==> src/sv/jos_pkg.sv <==
`timescale 1ns / 1ps
// ----------------------------------------------------------------------------
// Josephus survivor package
// Shared widths, default limits and the controller/datapath interface types.
// ----------------------------------------------------------------------------
package jos_pkg;

  localparam int CNT_W  = 9;
  localparam int STEP_W = 10;
  localparam int K_W    = CNT_W + 1;
  localparam int SUM_W  = $clog2((1 << CNT_W) + (1 << STEP_W) - 1);
  localparam int BIT_W  = $clog2(SUM_W);

  localparam int MAX_SOLDIERS_DEF = 256;
  localparam int MAX_STEP_DEF     = 1023;

  typedef struct packed {
    logic load;
    logic mod_init;
    logic mod_step;
    logic commit;
    logic finish;
  } jos_cmd_t;

  typedef struct packed {
    logic k_gt_n;
    logic bit_last;
  } jos_stat_t;

endpackage

==> src/sv/jos_dp.sv <==
`timescale 1ns / 1ps
// ----------------------------------------------------------------------------
// Josephus survivor datapath
// Holds the request, the running offset and the circle size, a bit-serial
// remainder unit and the result register.
// ----------------------------------------------------------------------------
module jos_dp #(
  parameter int MAX_SOLDIERS = jos_pkg::MAX_SOLDIERS_DEF,
  parameter int MAX_STEP     = jos_pkg::MAX_STEP_DEF
) (
  input  logic                      clk,
  input  logic [jos_pkg::CNT_W-1:0]  in_soldier_count,
  input  logic [jos_pkg::STEP_W-1:0] in_step_count,
  input  logic                      in_clockwise,
  input  jos_pkg::jos_cmd_t          cmd,
  output jos_pkg::jos_stat_t         stat,
  output logic [jos_pkg::CNT_W-1:0]  label
);

  logic [jos_pkg::CNT_W-1:0]  n_r;
  logic [jos_pkg::STEP_W-1:0] m_r;
  logic                       cw_r;
  logic [jos_pkg::CNT_W-1:0]  f_r;
  logic [jos_pkg::K_W-1:0]    k_r;
  logic [jos_pkg::CNT_W-1:0]  rem_r;
  logic [jos_pkg::SUM_W-1:0]  div_r;
  logic [jos_pkg::BIT_W-1:0]  bcnt_r;
  logic [jos_pkg::CNT_W-1:0]  label_r;

  logic [jos_pkg::CNT_W-1:0]  n_nxt;
  logic [jos_pkg::STEP_W-1:0] m_nxt;
  logic [jos_pkg::K_W-1:0]    r_sh;
  logic [jos_pkg::CNT_W-1:0]  rem_nxt;
  logic [jos_pkg::CNT_W-1:0]  label_nxt;

  always_comb begin
    if (32'(in_soldier_count) > 32'(MAX_SOLDIERS)) begin
      n_nxt = jos_pkg::CNT_W'(MAX_SOLDIERS);
    end else begin
      n_nxt = in_soldier_count;
    end
    if (32'(in_step_count) > 32'(MAX_STEP)) begin
      m_nxt = jos_pkg::STEP_W'(MAX_STEP);
    end else if (in_step_count == '0) begin
      m_nxt = jos_pkg::STEP_W'(1);
    end else begin
      m_nxt = in_step_count;
    end
  end

  assign r_sh = {rem_r, div_r[jos_pkg::SUM_W-1]};

  always_comb begin
    if (r_sh >= k_r) begin
      rem_nxt = jos_pkg::CNT_W'(r_sh - k_r);
    end else begin
      rem_nxt = jos_pkg::CNT_W'(r_sh);
    end
  end

  always_comb begin
    if (n_r == '0) begin
      label_nxt = '0;
    end else if (cw_r || f_r == '0) begin
      label_nxt = f_r + jos_pkg::CNT_W'(1);
    end else begin
      label_nxt = n_r - f_r + jos_pkg::CNT_W'(1);
    end
  end

  always_ff @(posedge clk) begin
    if (cmd.load) begin
      n_r  <= n_nxt;
      m_r  <= m_nxt;
      cw_r <= in_clockwise;
      f_r  <= '0;
      k_r  <= jos_pkg::K_W'(2);
    end
    if (cmd.mod_init) begin
      div_r  <= jos_pkg::SUM_W'(f_r) + jos_pkg::SUM_W'(m_r);
      rem_r  <= '0;
      bcnt_r <= '0;
    end else if (cmd.mod_step) begin
      div_r  <= {div_r[jos_pkg::SUM_W-2:0], 1'b0};
      rem_r  <= rem_nxt;
      bcnt_r <= bcnt_r + jos_pkg::BIT_W'(1);
    end
    if (cmd.commit) begin
      f_r <= rem_r;
      k_r <= k_r + jos_pkg::K_W'(1);
    end
    if (cmd.finish) begin
      label_r <= label_nxt;
    end
  end

  assign stat.k_gt_n   = k_r > jos_pkg::K_W'(n_r);
  assign stat.bit_last = bcnt_r == jos_pkg::BIT_W'(jos_pkg::SUM_W - 1);
  assign label         = label_r;

endmodule

==> src/sv/jos_ctrl.sv <==
`timescale 1ns / 1ps
// ----------------------------------------------------------------------------
// Josephus survivor controller
// Sequences one request through the recurrence and owns both handshakes.
// ----------------------------------------------------------------------------
module jos_ctrl (
  input  logic               clk,
  input  logic               rst_n,
  input  logic               in_valid,
  output logic               in_stall,
  output logic               out_valid,
  input  logic               out_stall,
  output jos_pkg::jos_cmd_t  cmd,
  input  jos_pkg::jos_stat_t stat
);

  localparam logic [2:0] S_IDLE   = 3'd0;
  localparam logic [2:0] S_TEST   = 3'd1;
  localparam logic [2:0] S_MOD    = 3'd2;
  localparam logic [2:0] S_COMMIT = 3'd3;
  localparam logic [2:0] S_FIN    = 3'd4;

  logic [2:0] state_r;
  logic [2:0] state_nxt;
  logic       out_valid_r;
  logic       out_valid_nxt;
  logic       out_free;

  assign out_free = !out_valid_r || !out_stall;

  always_comb begin
    state_nxt     = state_r;
    out_valid_nxt = out_valid_r && out_stall;
    cmd           = '0;
    in_stall      = 1'b1;
    case (state_r)
      S_IDLE: begin
        in_stall = 1'b0;
        if (in_valid) begin
          cmd.load  = 1'b1;
          state_nxt = S_TEST;
        end
      end
      S_TEST: begin
        if (stat.k_gt_n) begin
          state_nxt = S_FIN;
        end else begin
          cmd.mod_init = 1'b1;
          state_nxt    = S_MOD;
        end
      end
      S_MOD: begin
        cmd.mod_step = 1'b1;
        if (stat.bit_last) begin
          state_nxt = S_COMMIT;
        end
      end
      S_COMMIT: begin
        cmd.commit = 1'b1;
        state_nxt  = S_TEST;
      end
      S_FIN: begin
        if (out_free) begin
          cmd.finish    = 1'b1;
          out_valid_nxt = 1'b1;
          state_nxt     = S_IDLE;
        end
      end
      default: begin
        state_nxt = S_IDLE;
      end
    endcase
  end

  always_ff @(posedge clk) begin
    if (!rst_n) begin
      state_r     <= S_IDLE;
      out_valid_r <= 1'b0;
    end else begin
      state_r     <= state_nxt;
      out_valid_r <= out_valid_nxt;
    end
  end

  assign out_valid = out_valid_r;

endmodule

==> src/sv/josephus_survivor.sv <==
`timescale 1ns / 1ps
// ----------------------------------------------------------------------------
// Josephus survivor
// Returns the label of the last soldier left in Josephus elimination.
// ----------------------------------------------------------------------------
// A request carries the soldier count, the step and the direction on the in_
// ports and is taken when in_valid is high and in_stall is low. One request
// is worked on at a time; in_stall is low only while the block is idle.
// The survivor offset follows f(k) = (f(k-1) + m) mod k for k = 2..n, each
// step running a bit-serial remainder unit, with a test state before it that
// sets it up and a commit state after it. The next request can be taken in
// the first cycle that out_valid is high. The result sits in an output
// register under out_valid until it is taken with out_stall low. A new
// request is accepted while that result waits; if it finishes before the
// old result is taken, it holds until then. A synchronous reset clears
// the controller and drops out_valid.
// ----------------------------------------------------------------------------
module josephus_survivor #(
  parameter int MAX_SOLDIERS = jos_pkg::MAX_SOLDIERS_DEF,
  parameter int MAX_STEP     = jos_pkg::MAX_STEP_DEF
) (
  input  logic                       clk,
  input  logic                       rst_n,
  input  logic                       in_valid,
  output logic                       in_stall,
  input  logic [jos_pkg::CNT_W-1:0]  in_soldier_count,
  input  logic [jos_pkg::STEP_W-1:0] in_step_count,
  input  logic                       in_clockwise,
  output logic                       out_valid,
  input  logic                       out_stall,
  output logic [jos_pkg::CNT_W-1:0]  out_survivor_label
);

  jos_pkg::jos_cmd_t  cmd;
  jos_pkg::jos_stat_t stat;

  jos_ctrl u_ctrl (
    .clk       (clk),
    .rst_n     (rst_n),
    .in_valid  (in_valid),
    .in_stall  (in_stall),
    .out_valid (out_valid),
    .out_stall (out_stall),
    .cmd       (cmd),
    .stat      (stat)
  );

  jos_dp #(
    .MAX_SOLDIERS (MAX_SOLDIERS),
    .MAX_STEP     (MAX_STEP)
  ) u_dp (
    .clk              (clk),
    .in_soldier_count (in_soldier_count),
    .in_step_count    (in_step_count),
    .in_clockwise     (in_clockwise),
    .cmd              (cmd),
    .stat             (stat),
    .label            (out_survivor_label)
  );

endmodule

==> config.mk <==
export PLATFORM = sky130hd
export DESIGN_NAME = josephus_survivor
export DESIGN_NICKNAME = d
export VERILOG_FILES = /design/src/sv/jos_pkg.sv /design/src/sv/jos_dp.sv /design/src/sv/jos_ctrl.sv /design/src/sv/josephus_survivor.sv
export SDC_FILE = /design/constraint.sdc
export NUM_CORES = 1
export LEC_CHECK = 0
export BUFFER_PORTS_ARGS = -buffer_cell sky130_fd_sc_hd__buf_2
export CORE_MARGIN = 5
export CORE_UTILIZATION = 55
export DETAILED_ROUTE_END_ITERATION = 12
export PLACE_DENSITY = 0.77
export SLEW_MARGIN = 25
export SYNTH_ARGS = -nofsm -noshare
export SYNTH_HDL_FRONTEND = slang
export SYNTH_SLANG_ARGS = --single-unit
==> constraint.sdc <==
create_clock -name clk -period 2.55 [get_ports clk]
set_clock_uncertainty 0.1 [all_clocks]
set_input_delay 0.255 -clock clk [delete_from_list [all_inputs] [get_ports clk]]
set_output_delay 0.255 -clock clk [all_outputs]
set_load 0.05 [all_outputs]
# Yosys cells after proc, flatten, opt, wreduce, memory -nomap -nowiden
# Index checks and enable logic that the tools add are counted.
# W data, S select, Z words.
dict set report totals {
  register_bits 76
  inputBits 24
  out_inout_bits 11
  elab_cells 65
}
dict set report classes {
  addsub 7
  order_cmp 3
  n_eq_ne 8
  muxes 24
  n_reduce_logical 12
}
# op n
set ops {}
lappend ops {{$mux W9} 4}
lappend ops {{$mux W11} 2}
lappend ops {{$mux W10} 2}
lappend ops {{$add A9 B1 Y9 const B} 2}
lappend ops {{$logic_not A9 Y1} 2}
lappend ops {{$sub A9 B9 Y9} 2}
lappend ops {{$pmux W3 S5} 1}
lappend ops {{$mux W3} 4}
lappend ops {{$add A9 B10 Y11} 1}
lappend ops {{$mux W1} 11}
lappend ops {{$add A10 B1 Y10 const B} 1}
lappend ops {{$ge A10 B10 Y1} 1}
lappend ops {{$gt A10 B9 Y1} 1}
lappend ops {{$logic_not A10 Y1} 1}
lappend ops {{$gt A9 B9 Y1 const B} 1}
lappend ops {{$eq A3 B2 Y1 const B} 2}
lappend ops {{$add A4 B1 Y4 const B} 1}
lappend ops {{$eq A4 B4 Y1 const B} 1}
lappend ops {{$ne A2 B2 Y1 const B} 2}
lappend ops {{$reduce_bool A2 Y1} 2}
lappend ops {{$eq A3 B1 Y1 const B} 1}
lappend ops {{$eq A3 B3 Y1 const B} 1}
lappend ops {{$logic_not A3 Y1} 1}
lappend ops {{$reduce_and A3 Y1} 1}
lappend ops {{other kinds (4)} 6}

# Longest topological paths before layout
dict set report depth {
  ltp_word 4
  ltp_mapped 12
  mapped_depth_nobuf 12
}

# By module
# Synthesis repeated with hierarchy kept, for this count alone.
dict set report hier_totals {
  cells_unflattened 473
  area_unflattened_um2 4877.2
}
# mod n_inst cells_each area_each_um2
set modules_own_cells {}
lappend modules_own_cells {jos_dp 1 450 4667.0}
lappend modules_own_cells {jos_ctrl 1 23 210.2}

# Worst setup path after synthesis
# OpenSTA, ideal clock, no wires.
dict set report synth_timing {
  kind {reg2reg}
  startpoint {register u_ctrl.state_r[1]}
  endpoint {register u_dp.f_r[0] in the netlist's numbering, enable pin}
  setup_ns 0.421
  arrival_ns 2.064
  required_ns 2.029
  path_slack_ns -0.036
  path_stages_with_launch 5
  path_buffers 1
  synth_period_minus_slack_ns 2.586
  path_cell_list {dfxtp_1 > clkbuf_1 > nor2_1 > nand2_1 > o21ai_0}
}
dict set report synth_via {
  elab_chain_len 3
}
# element line_no
set synth_lines {}
lappend synth_lines {{start: declaration} jos_ctrl.sv:23} ;# logic [2:0] state_r;
lappend synth_lines {{start signal: assignment} jos_ctrl.sv:80} ;# state_r <= state_nxt;
lappend synth_lines {{$eq A3 B2 Y1 / $logic_not A3 Y1 (equally long branches)} jos_ctrl.sv:36} ;# case (state_r)
lappend synth_lines {{$mux W1} jos_ctrl.sv:36}
lappend synth_lines {{$reduce_bool A2 Y1 (no line) *} --}
lappend synth_lines {{end signal: assignment} jos_dp.sv:89} ;# f_r <= rem_r;
lappend synth_lines {{end: declaration} jos_dp.sv:23} ;# logic [jos_pkg::CNT_W-1:0] f_r;
# Mark *: on every way between the ends. The rest lies on a longest branch, timed or not.
# A chain may end at the register's enable or synchronous reset.

# Final worst setup path
dict set report layout_timing {
  startpoint {register u_dp.n_r[1] in the netlist's numbering}
  endpoint {register u_dp.label_r (netlist bit u_dp.label[7]), data pin}
}
dict set report layout_via {
  elab_chain_len 3
}
# element line_no
set layout_lines {}
lappend layout_lines {{start: declaration} jos_dp.sv:20} ;# logic [jos_pkg::CNT_W-1:0] n_r;
lappend layout_lines {{start signal: assignment} jos_dp.sv:73} ;# n_r <= n_nxt;
lappend layout_lines {{$sub A9 B9 Y9} jos_dp.sv:67} ;# label_nxt = n_r - f_r + jos_pkg::CNT_W'(1);
lappend layout_lines {{$add A9 B1 Y9} jos_dp.sv:67}
lappend layout_lines {{$mux W9} jos_dp.sv:64} ;# end else if (cw_r || f_r == '0) begin
lappend layout_lines {{end signal: assignment} jos_dp.sv:93} ;# label_r <= label_nxt;
lappend layout_lines {{end: declaration} jos_dp.sv:28} ;# logic [jos_pkg::CNT_W-1:0] label_r;
# Several ways; a longest one is shown, not always the timed one.

==> impl_metrics.sql <==
INSERT INTO impl_metrics (metric_group, metric, value, unit) VALUES
('run_status', 'status', 'complete, no violations', ''),
('worst_setup_path', 'category_of_the_most_critical_setup_path', 'reg -> reg', ''),
('yosys', 'synth-main-ff-cell', 'edfxtp_1', ''),
('routing', 'detail_route.wirelength', '10.7', 'mm'),
('yosys', 'synth_top_area_frac', '0.363', ''),
('yosys', 'syn-cell-area', '4880', 'sq um'),
('layout', 'area_growth', '16.2', '%'),
('layout', 'post_layout_nonfiller_instances', '648', ''),
('cts', 'clk_latency', '0.35', 'ns'),
('layout', 'final_layout_net_count', '610', ''),
('yosys', 'synth.top_cells.by_area', 'edfxtp_1 36%, ha_1 12%, dfxtp_1 7.0%', ''),
('run', 'maxCapViolCount', '0', ''),
('sta', 'timing_worst_slew_pin_value', '0.589', 'ns'),
('worst_setup_path', 'path_max_fanout', '3', ''),
('floorplanning', 'die_height', '104', 'um'),
('sta', 'final_hold_vios', '0', ''),
('sta', 'maxSlewHeadroom', '0.604', ''),
('layout', 'share_of_final_layout_standard_cells_stronger_than_drive_strength_1', '0.222', ''),
('cts', 'cts_root_buf', 'clkbuf_8', ''),
('global_routing', 'grt_pass1_vias', '3653', ''),
('hold_path', 'whs_path_depth', '2', ''),
('layout', 'final-seq-area', '2110', 'sq um'),
('sta', 'finalCriticalPeriod', '2.54', 'ns'),
('place', 'placed_cell_count', '617', ''),
('pwr', 'total_leakage_power', '2.33', 'nW'),
('hold_path', 'hold_path.class', 'in -> reg', ''),
('yosys', 'synth_edf_count', '59', ''),
('global_routing', 'grt_start_max_net_pins', '20', ''),
('place', 'gp_routability_congestion', '0.835', ''),
('sta', 'min_period_over_period', '0.995', ''),
('routing', 'drtPass1Iterations', '4', ''),
('global_routing', 'tot_gr_track_use', '0.201', ''),
('yosys', 'synth-seq-cells', '76', ''),
('yosys', 'synth_async_sr_flop_share', '0', ''),
('floorplanning', 'dieArea', '10900', 'sq um'),
('pwr', 'power_density', '765', 'nW/um^2'),
('sta', 'final.setup.worst_slack', '0.0135', 'ns'),
('floorplanning', 'floorplan.core_area', '8680', 'sq um'),
('pwr', 'sequentialPowerShare', '0.393', ''),
('pwr', 'share_comb_of_total_power', '0.387', ''),
('sta', 'rsz0062_at_grt', 'yes', ''),
('place', 'portBuffers', '34', ''),
('worst_setup_path', 'worst-endpoint-required', '2.63', 'ns'),
('sta', 'whs', '0.0559', 'ns'),
('pwr', 'clkPwrFrac', '0.220', ''),
('cts', 'cts_htree_levels', '3', ''),
('cts', 'ctsLongestPathBuffers', '2', ''),
('sta', 'maximum_clock_rate', '394', 'MHz'),
('layout', 'antenna_cells', '0', ''),
('routing', 'via_per_inst', '5.67', ''),
('pwr', 'vdd_drop_max', '0.349', 'mV'),
('floorplanning', 'initial_cell_density_of_the_core', '0.562', ''),
('yosys', 'post_synth_num_cell_types', '63', ''),
('yosys', 'synth_fp_nets', '545', ''),
('worst_setup_path', 'r2r_start', 'u_dp.n_r[1]', ''),
('routing', 'route.detailed.drc', '0', ''),
('cts', 'clk_pin_slew', '0.09', 'ns'),
('yosys', 'ys.warnings.count', '0', ''),
('sta', 'setup_viol', '0', ''),
('place', 'detailed_place_hpwl', '8.18', 'mm'),
('sta', 'report.final.slew_viol_count', '0', ''),
('worst_setup_path', 'crit_top_cell', 'inv_1', ''),
('floorplanning', 'placementRows', '34', ''),
('cts', 'cts_sinks', '76', ''),
('layout', 'filler_cell_count', '662', ''),
('floorplanning', 'floorplan.die.width', '104', 'um'),
('yosys', 'post-synth-top-count-cell', 'edfxtp_1', ''),
('place', 'place_worst_setup_slack', '-0.00941', 'ns'),
('worst_setup_path', 'crit_path_top_delay_cell', 'edfxtp_1', ''),
('sta', 'fin_tns_setup', '0', 'ns'),
('worst_setup_path', 'r2r_cells', '12', '');
[final cells by class]
type                            count  area share
Tap cell                          108      0.0238
Clock inverter                      7      0.0143
Multi-Input combinational cell    335       0.453
Timing Repair Buffer               75      0.0894
Inverter                           38      0.0252
Sequential cell                    76       0.373
Clock buffer                        9      0.0219
[state kept, by name, summed over array words and instances (netlist names)]
register and flops:
u_ctrl.out_valid 1, u_ctrl.state_r 3, u_dp.bcnt_r 4, u_dp.cw_r 1
u_dp.div_r 11, u_dp.f_r 9, u_dp.k_r 10, u_dp.label 9
u_dp.m_r 10, u_dp.n_r 9, u_dp.rem_r 9
[metal layers]
layer  vias up  share of wire  wire length (um)  GRT usage
met5         -              0                 0          0
met4         0          0.024               263     0.0777
met3        20          0.047               503     0.0435
met2       103           0.51              5510      0.348
met1      1734           0.42              4470      0.245
li1       1820              -                 -          -
[path summary, 6_finish.rpt]
path                  endpoint  slack [ns]
max              u_dp.label[7]        0.01
min          u_ctrl.state_r[1]        0.06
max reg2reg      u_dp.label[7]        0.01
min reg2reg      u_dp.rem_r[0]        0.42
[critical path, delay by kind of cell, from the launching register on]
kind	cells	cell delay, ns
simple gates	2	0.28
compound gates	3	0.43
flops	1	0.41
fa+ha+maj	3	0.79
xor+xnor	1	0.15
buf+inv	3	0.22
[what timing repair did]
action / 4_1_cts / 5_1_grt
setup buffers: 2 / 3
pin swaps: 0 / 4
endpoints found under the setup margin: 2 / 15
resized for setup: 1 / 14
hold buffers: 10 / 0
endpoints found under the hold margin: 10 / 0
[power by group through the flow]
stage	registers (mW)	logic (mW)	clock network [mW]
2_1_floorplan	1.69	1.22	0
3_3_place_gp	1.72	1.52	0
3_5_place_dp	1.72	1.58	0
4_1_cts	1.70	1.61	0.977
5_1_grt	1.72	1.89	1.04
6_report	1.70	1.68	0.956
[stage by stage]
step	instance area (sq um)	power, mW
finish	5670	4.34
CTS	5600	4.29
floorplan	4880	2.91
detailed placement	5280	3.30
global placement	5280	3.24
global route	5670	4.64
[placed cells by master, fill, tap and decap left out, types with 3 or more instances in the layout]
master / n
edfxtp_1: 59
ha_1: 45
nor2_1: 43
inv_1: 36
buf_2: 34
buf_4: 30
nand2_1: 25
xnor2_1: 22
a21oi_1: 19
dfxtp_1: 17
a211oi_1: 13
xor2_1: 12
o21ai_0: 11
nor2b_1: 10
dlygate4sd3_1: 10
nor3_1: 9
clkbuf_8: 9
nand3_1: 8
nand4_1: 7
o21ai_1: 7
mux2i_1: 7
mux2_2: 6
a21o_1: 6
and3_1: 6
or3_1: 5
o21a_1: 5
nand2b_1: 5
nor4_1: 5
or2_2: 4
o22ai_1: 4
inv_6: 4
a21oi_2: 3
o21bai_1: 3
a21boi_0: 3
[cells by family after synthesis]
family / count (synthesis) / synth area share
AND/OR/NAND/NOR: 141 / 0.148
XOR/XNOR: 34 / 0.0610
flip-flops: 76 / 0.433
adder cells (fa/ha/maj): 51 / 0.135
AO/OA/AOI/OAI: 94 / 0.138
buffers and inverters: 59 / 0.0505
multiplexers: 15 / 0.0344
No activity file was read; power rests on OpenSTA's default activity.
